**config.mk**
```make
export PLATFORM = sky130hd
export DESIGN_NAME = mavg_ctrl
export DESIGN_NICKNAME = d
export VERILOG_FILES = /design/src/hdl/mavg_pkg.sv /design/src/hdl/mavg_ctrl.sv
export SDC_FILE = /design/constraint.sdc
export NUM_CORES = 1
export LEC_CHECK = 0
export BUFFER_PORTS_ARGS = -buffer_cell sky130_fd_sc_hd__clkbuf_2
export CELL_PAD_IN_SITES_DETAIL_PLACEMENT = 0
export CELL_PAD_IN_SITES_GLOBAL_PLACEMENT = 1
export CORE_AREA = 2 2 39 41
export CTS_CLUSTER_DIAMETER = 60
export CTS_CLUSTER_SIZE = 25
export DETAILED_ROUTE_END_ITERATION = 10
export DIE_AREA = 0 0 41 43
export PLACE_DENSITY = 0.56
export SETUP_SLACK_MARGIN = 0.4
export SYNTH_ARGS = -nofsm -noshare
export SYNTH_HDL_FRONTEND = slang
export SYNTH_SLANG_ARGS = --single-unit
export TNS_END_PERCENT = 20
```
**constraint.sdc**
```tcl
create_clock -name clk -period 1.82 [get_ports clk]
set_input_delay 0.091 -clock clk [delete_from_list [all_inputs] [get_ports clk]]
set_output_delay 0.091 -clock clk [all_outputs]
set_load 0.02 [all_outputs]
```
**src/hdl/mavg_pkg.sv**
```systemverilog
// Shared constants, types and codes for the moving average filter.
`default_nettype none
package mavg_pkg;
	localparam int MAX_WINDOW   = 256;
	localparam int SAMPLE_WIDTH = 24;
	localparam int PTR_W        = $clog2(MAX_WINDOW);
	localparam int LEN_W        = $clog2(MAX_WINDOW + 1);
	localparam int SUM_W        = SAMPLE_WIDTH + PTR_W;
	localparam int CNT_W        = $clog2(SUM_W);
	localparam int CFG_W        = (SAMPLE_WIDTH > LEN_W) ? SAMPLE_WIDTH : LEN_W;
	localparam int IDX_W        = 2;
	localparam int MODE_W       = 2;

	typedef enum logic [IDX_W-1:0] {
		REG_WINDOW_LENGTH = 2'd0,
		REG_SEED_MODE     = 2'd1,
		REG_SEED_VALUE    = 2'd2
	} mavg_reg_t;

	typedef enum logic [MODE_W-1:0] {
		SEED_ZERO  = 2'd0,
		SEED_FIRST = 2'd1,
		SEED_VALUE = 2'd2
	} mavg_seed_t;

	localparam logic [LEN_W-1:0]  RST_WINDOW_LENGTH = LEN_W'(8);
	localparam logic [MODE_W-1:0] RST_SEED_MODE     = SEED_FIRST;

	typedef enum logic [2:0] {
		ST_IDLE,
		ST_LOAD,
		ST_UPDATE,
		ST_DINIT,
		ST_DIV,
		ST_FIN
	} mavg_state_t;

	typedef struct packed {
		logic accept;
		logic load;
		logic update;
		logic div_init;
		logic div_step;
		logic out_load;
	} mavg_cmd_t;

	typedef struct packed {
		logic div_done;
	} mavg_stat_t;
endpackage
`default_nettype wire

```
**src/hdl/mavg_ctrl.sv**
```systemverilog
// Controller state machine sequencing one sample through the datapath.
`default_nettype none
module mavg_ctrl import mavg_pkg::*; (
	input  wire logic       clk,
	input  wire logic       arst_n,
	input  wire logic       in_valid,
	output logic            in_stall,
	output logic            out_valid,
	input  wire logic       out_stall,
	input  wire mavg_stat_t stat,
	output mavg_cmd_t       cmd
);
	mavg_state_t state_q, state_d;
	logic        out_valid_q;
	logic        out_free;

	assign out_valid = out_valid_q;
	assign out_free  = !out_valid_q || !out_stall;

	always_ff @(posedge clk or negedge arst_n) begin
		if (!arst_n) begin
			state_q     <= ST_IDLE;
			out_valid_q <= 1'b0;
		end else begin
			state_q <= state_d;
			if (cmd.out_load) begin
				out_valid_q <= 1'b1;
			end else if (!out_stall) begin
				out_valid_q <= 1'b0;
			end
		end
	end

	always_comb begin
		state_d  = state_q;
		cmd      = '0;
		in_stall = 1'b1;
		unique case (state_q)
			ST_IDLE: begin
				in_stall = 1'b0;
				if (in_valid) begin
					cmd.accept = 1'b1;
					state_d    = ST_LOAD;
				end
			end
			ST_LOAD: begin
				cmd.load = 1'b1;
				state_d  = ST_UPDATE;
			end
			ST_UPDATE: begin
				cmd.update = 1'b1;
				state_d    = ST_DINIT;
			end
			ST_DINIT: begin
				cmd.div_init = 1'b1;
				state_d      = ST_DIV;
			end
			ST_DIV: begin
				cmd.div_step = 1'b1;
				if (stat.div_done) begin
					state_d = ST_FIN;
				end
			end
			ST_FIN: begin
				if (out_free) begin
					cmd.out_load = 1'b1;
					state_d      = ST_IDLE;
				end
			end
			default: begin
				state_d = ST_IDLE;
			end
		endcase
	end
endmodule
`default_nettype wire

```
; ---- Word level (Yosys, flattened, before mapping)
; Index checks and enable logic that the tools add are counted.
[classes]
mux = 15
n_reduce_logical = 5
eq_ne = 9
[ops]
columns = cell, count
row1 = 3-bit case mux with 6 select lines, 1
row2 = 1-bit 2-to-1 mux, 11
row3 = 3-bit 2-to-1 mux, 3
row4 = "3-bit by 2-bit equality test with 1-bit output, second input constant", 2
row5 = "3-bit equality test, second input constant", 2
row6 = "2-bit inequality test, second input constant", 3
row7 = "3-bit by 1-bit equality test with 1-bit output, second input constant", 1
row8 = 3-bit logical NOT, 1
row9 = 3-bit AND reduction, 1
row10 = 1-bit logical NOT, 2
row11 = "2-bit by 1-bit inequality test with 1-bit output, second input constant", 1
row12 = 1-bit logical OR, 1
[word_totals]
word_cells = 31
reg_bits = 4
output_inout_bits = 8
in_bits = 5

; ---- Logic depth before layout (Yosys ltp)
; Gate-level depths: netlist of the first run.
[depth]
word_depth = 5
mapped_depth = 3
mapped_depth_nobuf = 3

; ---- Worst setup path after synthesis of the first run
; OpenSTA, ideal clock, no wires.
[synth_timing]
kind = reg-to-output
start = register state_q[0]
end = output port cmd[5] (netlist name)
stages_incl_launch_ff = 3
path_buffers = 0
arrival_time_ps = 1075
required_time_ps = 1729
path_slack_ps = 654
cell_sequence = dfrtp_1 > or3_4 > nor2_2
[synth_rtl]
columns = element, line_no
row1 = "start, declared", mavg_ctrl.sv:13  ; mavg_state_t state_q, state_d;
row2 = "start signal, assigned", mavg_ctrl.sv:25  ; state_q <= state_d;
row3 = "end, declared", mavg_ctrl.sv:11  ; output mavg_cmd_t cmd

==> results of run 1 <==
## area by class of cell
type	instances	area, um2
Sequential cell	4	103
Multi-Input combinational cell	18	121
Tap cell	16	20.0
Fill cell	149	1030
Clock buffer	3	22.5
Inverter	1	3.75
Timing Repair Buffer	14	80.1
## repair_timing
action,in CTS,in global routing
pin swaps,0,0
hold buffers,1,0
endpoints found under the hold margin,4,0
setup endpoints to repair,1,1
cloned,0,0
resized for setup,2,1
buffers inserted,1,0
## sequential cells by signal, summed over array words and instances (netlist names)
| name | flops |
|---|---|
| state_q | 3 |
| out_valid | 1 |
## layer usage
| layer | track usage | up-vias | wire [um] |
|---|---|---|---|
| li1 | - | 116 | - |
| met1 | 0.104 | 85 | 315 |
| met2 | 0.0781 | 12 | 165 |
| met3 | 0.0471 | 0 | 43 |
| met4 | 0.0200 | 0 | 0 |
| met5 | 0 | - | 0 |
## Yosys cell counts (all sizes together)
library cell  n
nor3b         1
or2           2
nand2b        2
o221ai        1
and3b         1
and2          1
o21ai         1
nor2          3
nand3b        1
inv           1
dfrtp         4
or3           1
nand2         2
a21oi         2
## power groups by stage
stage / Clock (mW) / Sequential [mW] / Combinational (mW)
global route: 0.121 / 0.182 / 0.367
CTS: 0.116 / 0.174 / 0.343
global placement: 0 / 0.191 / 0.305
finish: 0.107 / 0.175 / 0.339
detailed placement: 0 / 0.187 / 0.304
floorplan: 0 / 0.181 / 0.213
## cell usage in the layout, fill, tap and decap left out, types with 2 or more instances in the layout
master / instances
dfrtp_2: 2
clkbuf_2: 11
or2_1: 2
nand2_1: 2
nand2b_1: 2
dfrtp_1: 2
clkbuf_4: 4
nor2_2: 2
a21oi_1: 2
## cells by family (layout without fill, tap and decap cells)
kind of cell / count (synthesis) / after routing
AOI/OAI and AO/OA: 4 / 4
buffers and inverters: 1 / 18
DFF: 4 / 4
and+or+nand+nor: 14 / 14
## stage by stage
stage / instances / power (mW)
after floorplan: 23 / 0.394
after global placement: 51 / 0.496
after detailed placement: 51 / 0.491
after CTS: 56 / 0.633
after global routing: 56 / 0.671
final: 56 / 0.622
## worst max-delay path: stages, from the launching register on
cell and delay, ns:
dfrtp_2 0.43, or3_4 0.38, nor2_2 0.08, clkbuf_4 0.16
## worst paths after layout
kind                       slack (ns)  depth (start not counted)          to       start
max in group asynchronous        1.48                          2  state_q[1]      arst_n
max                              0.44                          3      cmd[5]  state_q[1]
max reg2reg                      0.73                          3  state_q[2]  state_q[0]
min reg2reg                      0.55                          2   out_valid   out_valid
min                              0.13                          3   out_valid   out_stall
min in group asynchronous        0.20                          2  state_q[0]      arst_n
==> metrics.md, run 1 <==
| Metric | Value |
|---|---|
| Status | `completed` |
| GP Congestion | `between 0.5 and 0.6` |
| I/O Buffers | `12` |
| Syn_area_per_cell | `a little under 10 um2` |
| Final core occ | `0.253` |
| Sequential share of power | `0.282` |
| Post-synthesis sequential element count | `4` |
| Clock root buffer | `clkbuf_4` |
| Pins Over Slew Limit | `0` |
| Critical path endpoint category | `output pin` |
| Final WL | `524 um` |
| Area leader, netlist | `dfrtp_1` |
| Maximum number of pins on one net before global-route repair | `8` |
| Hold crit path type | `input pin to flip-flop` |
| Synth Area in Compound Gates | `0.106` |
| Pre-CTS WS | `0.629 ns` |
| Ports | `13` |
| Initial antenna violation count | `0` |
| Design area | `~350 um2` |
| P_leak | `0.183 nW` |
| DP Area | `between 300 and 400 um2` |
| Post-synth top area share | `0.444` |
| Wire per inst | `9.36 um` |
| Vias | `about 210` |
| Unique masters post-synth | `15` |
| Synth area leaders | `dfrtp_1 44%, nand2b_1 5.6%, nor2_2 5.6%, nor3b_2 5.6%, or2_1 5.6%` |
| Vias in the first global route | `197` |
| Max cap viols | `0` |
| # rows | `14` |
| Logic pwr share | `0.546` |
| Synth Area in Adders | `0` |
| Grt ovf | `0` |
| First drt pass iteration count | `3` |
| Clock Power Share | `0.172` |
| CTS tree | `yes` |
| H-tree levels | `1` |
| Mapped Cells | `23` |
| Type of the worst setup path | `flip-flop to output pin` |
| Peak VDD IR | `0.508 mV` |
| Worst-path fanout max | `7` |
| Num CTS Buffers | `3` |
| Crit path DAT | `1.29 ns` |
| DR DRC count | `0` |
| RSZ-0062 raised after global routing | `false` |
| Clock sinks | `4` |
| Global-route wire length before repair | `a little under 800 um` |
| Main combinational cell family by area after synthesis | `simple AND/OR/NAND/NOR gates` |
| Setup-failing EPs final | `0` |
| Layout cells sized above 1 | `0.575` |
| Seq/Total Area, Yosys | `0.444` |
| Hold Violations, Final | `0` |
| Mux cell area share after synthesis | `0` |
| CP Launch Type | `flip-flop` |
| Die height | `43 um` |
| Ant. Diodes | `0` |
| Fin crit period | `1.38 ns` |
| Worst EP required | `approximately 1.7 ns` |
| Die area | `1760 um2` |
| # nets final | `47` |
| Skew final | `0.00271 ns` |
| Final Cycle Share | `0.756` |
| Sum Neg Setup Slack | `0 ns` |
| Maximum clock frequency | `0.726 GHz` |
| Internal | `0.358 mW` |
| Gr usage total | `0.0695` |
| Synth Area in Simple Gates | `0.433` |
| Reg clk slew, reported paths | `0.04 ns` |
| Syn Nets | `28` |
| Switch share | `0.425` |
| YS warnings | `0` |
| Layout area overhead | `55.6%` |
| Skew-Pair Late Insertion Delay | `0.23 ns` |
| Rel. slew slack | `0.853` |
| Pwr Density | `1770 nW/um2` |
| Routed Antenna Nets | `0` |
| Post-synthesis xor/xnor area fraction | `0` |
| Clock buffer depth | `2` |
| Post-route setup slack | `0.443 ns` |
| Total core area | `1380 um2` |
| Vias/cell | `~3.8` |
| Psw | `0.264 mW` |
| Initial DRC count | `6` |
| Fin Hold WS | `0.129 ns` |
| Initial Util | `0.163` |
| Synthesized area | `225 um2` |
| Worst-margin pin slew | `0.221 ns` |
| Die X-Extent | `41 um` |
(Power assumes the default switching activity.)
==> run 2, diff against run 1 <==
--- a/config.mk
+++ b/config.mk
@@ -13,7 +13,7 @@
 export CTS_CLUSTER_SIZE = 25
 export DETAILED_ROUTE_END_ITERATION = 10
 export DIE_AREA = 0 0 41 43
-export PLACE_DENSITY = 0.56
+export PLACE_DENSITY = 0.57
 export SETUP_SLACK_MARGIN = 0.4
 export SYNTH_ARGS = -nofsm -noshare
 export SYNTH_HDL_FRONTEND = slang
==> constraint.sdc (replaced) <==
create_clock -name clk -period 1.2 [get_ports clk]
set_input_delay 0.06 -clock clk [delete_from_list [all_inputs] [get_ports clk]]
set_output_delay 0.06 -clock clk [all_outputs]
set_load 0.02 [all_outputs]
==> metrics.md, run 2 (synthesis gave the netlist of run 1 again) <==
| Metric | Value |
|---|---|
| Status | `finished, violations left` |
| Violated checks | `negative setup slack` |
| Routed Antenna Nets | `0 (unchanged)` |
| Peak VDD IR | `0.951 mV (+87%)` |
| Fill cell count | `146 (-2.0%)` |
| Largest Register | `state_q` |
| Worst-path fanout max | `5 (-2)` |
| Ant. Diodes | `0 (unchanged)` |
| Crit path largest cell delay | `0.42 ns (about the same)` |
| GP Congestion | `0.663 (+13%)` |
| Pwr Density | `2680 nW/um2 (+51%)` |
| Num CTS Buffers | `3 (unchanged)` |
| Largest register FFs | `3 (unchanged)` |
| Clock buffer depth | `2 (unchanged)` |
| Final core occ | `0.294 (+0.0407)` |
| Pins Over Slew Limit | `0 (unchanged)` |
| Pre-CTS WS | `0.0951 ns (-0.534 ns)` |
| Skew final | `0.00228 ns (-0.000431 ns)` |
| Clock sinks | `4 (unchanged)` |
| Clock root buffer | `clkbuf_4` |
| Hold Violations, Final | `0 (unchanged)` |
| Number of instances in the placed design | `53 (+3.9%)` |
| Worst EP required | `1.14 ns (-0.59 ns)` |
| Vias in the first global route | `223 (+13%)` |
| First drt pass iteration count | `2 (-1)` |
| Hpwl dp | `approximately 450 um` |
| H-tree levels | `1 (unchanged)` |
| Skew-Pair Late Insertion Delay | `0.23 ns (about the same)` |
| Maximum clock frequency | `0.757 GHz` |
| Layout cells sized above 1 | `0.571 (-0.00357)` |
| DR DRC count | `0 (unchanged)` |
| Vias | `233 (+9.4%)` |
| Die area | `1760 um2 (unchanged)` |
| Die X-Extent | `41 um (unchanged)` |
| Min-delay src | `in_valid` |
| Hold crit path type | `input pin to flip-flop` |
| Grt ovf | `0 (unchanged)` |
| Initial antenna violation count | `0 (unchanged)` |
| Type of the worst setup path | `flip-flop to output pin` |
| Post-route setup slack | `-0.121 ns (-0.564 ns)` |
| Fin crit period | `1.32 ns` |
| CP max-delay cell | `dfrtp_1` |
| Vias/cell | `4.02 (+5.6%)` |
| Worst-margin pin slew | `0.168 ns (-0.0530 ns)` |
| Most frequent cells in the layout | `6 x buf_4, 5 x clkbuf_4, 4 x clkbuf_2` |
| Critical path endpoint category | `output pin` |
| Gr usage total | `0.0815 (+0.0120)` |
| Initial DRC count | `5 (-1)` |
| Max cap viols | `0 (unchanged)` |
| Crit path DAT | `1.26 ns (-0.03 ns)` |
| Initial Util | `0.163 (unchanged)` |
| Fin Hold WS | `0.101 ns (-0.0280 ns)` |
| R2R setup slack | `0.13 ns (-0.60 ns)` |
| CP Launch Type | `flip-flop` |
| Top delay family on crit path | `simple AND/OR/NAND/NOR gates` |
| Setup-failing EPs final | `5 (+5)` |
| Total core area | `1380 um2 (unchanged)` |
| Layout area overhead | `80.6%` |
| Final Cycle Share | `1.10` |
| WP buf/inv | `1 (unchanged)` |
| Cell breakdown of the critical path | `or3_4 > nor2_4 > buf_8` |
| Die height | `43 um (unchanged)` |
| # nets final | `49 (+4.3%)` |
| Most common cell after layout, fill and taps aside | `buf_4` |
| P_leak | `0.204 nW (+12%)` |
| Ports | `13 (unchanged)` |
| RSZ-0062 raised after global routing | `true` |
| Global-route wire length before repair | `938 um (+18%)` |
| # rows | `14 (unchanged)` |
| Reg clk slew, reported paths | `0.04 ns (about the same)` |
| Non-Filler Instances | `58 (+3.6%)` |
| RR Startpoint | `state_q[0]` |
| Final WL | `624 um (+19%)` |
| Rel. slew slack | `0.887 (+0.0342)` |
| CTS tree | `yes` |
| I/O Buffers | `12 (unchanged)` |
| Maximum number of pins on one net before global-route repair | `7 (-1)` |
| Wire per inst | `10.8 um (+15%)` |
| Worst setup startpoint | `state_q[1]` |
| Power consumption | `1.09 mW (+75%)` |
run 2: cell count changes in the layout (fill, tap and decap cells not counted), sizes merged:
cell,before,now
clkbuf,15,11
buf,1,7
run 2: layout make-up:
cell class              instances  area [um2]  area share
clock buffers                   3        22.5      0.0554
inverters                       1        3.75     0.00923
multi-input cells              18         126       0.311
flip-flops and latches          4         101       0.249
well taps                      16        20.0      0.0492
repair buffers                 16         133       0.326
run 2: per-stage QoR:
stage / area [um2] / setup TNS (ns)
2_1_floorplan: 230 / 0
3_3_place_gp: 325 / 0
3_5_place_dp: 325 / 0
4_1_cts: 393 / -0.468
5_1_grt: 407 / -0.667
6_report: 407 / -0.316
run 2: final timing paths:
path	to	cells past startpoint
max reg2reg	state_q[2]	3
min in group asynchronous	state_q[2]	2
max in group asynchronous	state_q[2]	2
min reg2reg	out_valid	2
min	state_q[0]	3
max	cmd[5]	3
run 2: worst min-delay path, delay by kind of cell:
family / cells / cell delay, ns
compound gates: 2 / 0.15
buf+inv: 1 / 0.09
run 2: power breakdown:
| group | total [mW] | internal [mW] | leakage, nW | switching (mW) |
|---|---|---|---|---|
| combinational | 0.661 | 0.348 | 0.140 | 0.312 |
| sequential | 0.262 | 0.194 | 0.0502 | 0.0677 |
| clock | 0.166 | 0.112 | 0.0138 | 0.0544 |
run 2: what timing repair did:
item | CTS | global route
setup buffers | 0 | 1
endpoints found under the hold margin | 4 | 0
setup endpoints to repair | 12 | 12
pin swaps | 0 | 1
resized for setup | 10 | 6
hold buffers | 1 | 0
run 2: metal layers:
layer,vias to the layer above,routed length [um],share of wire,GRT usage
li1,120,-,-,-
met3,0,61,0.098,0.0314
met2,12,253,0.41,0.0844
met5,-,0,0,0
met4,0,0,0,0.0800
met1,101,309,0.50,0.117
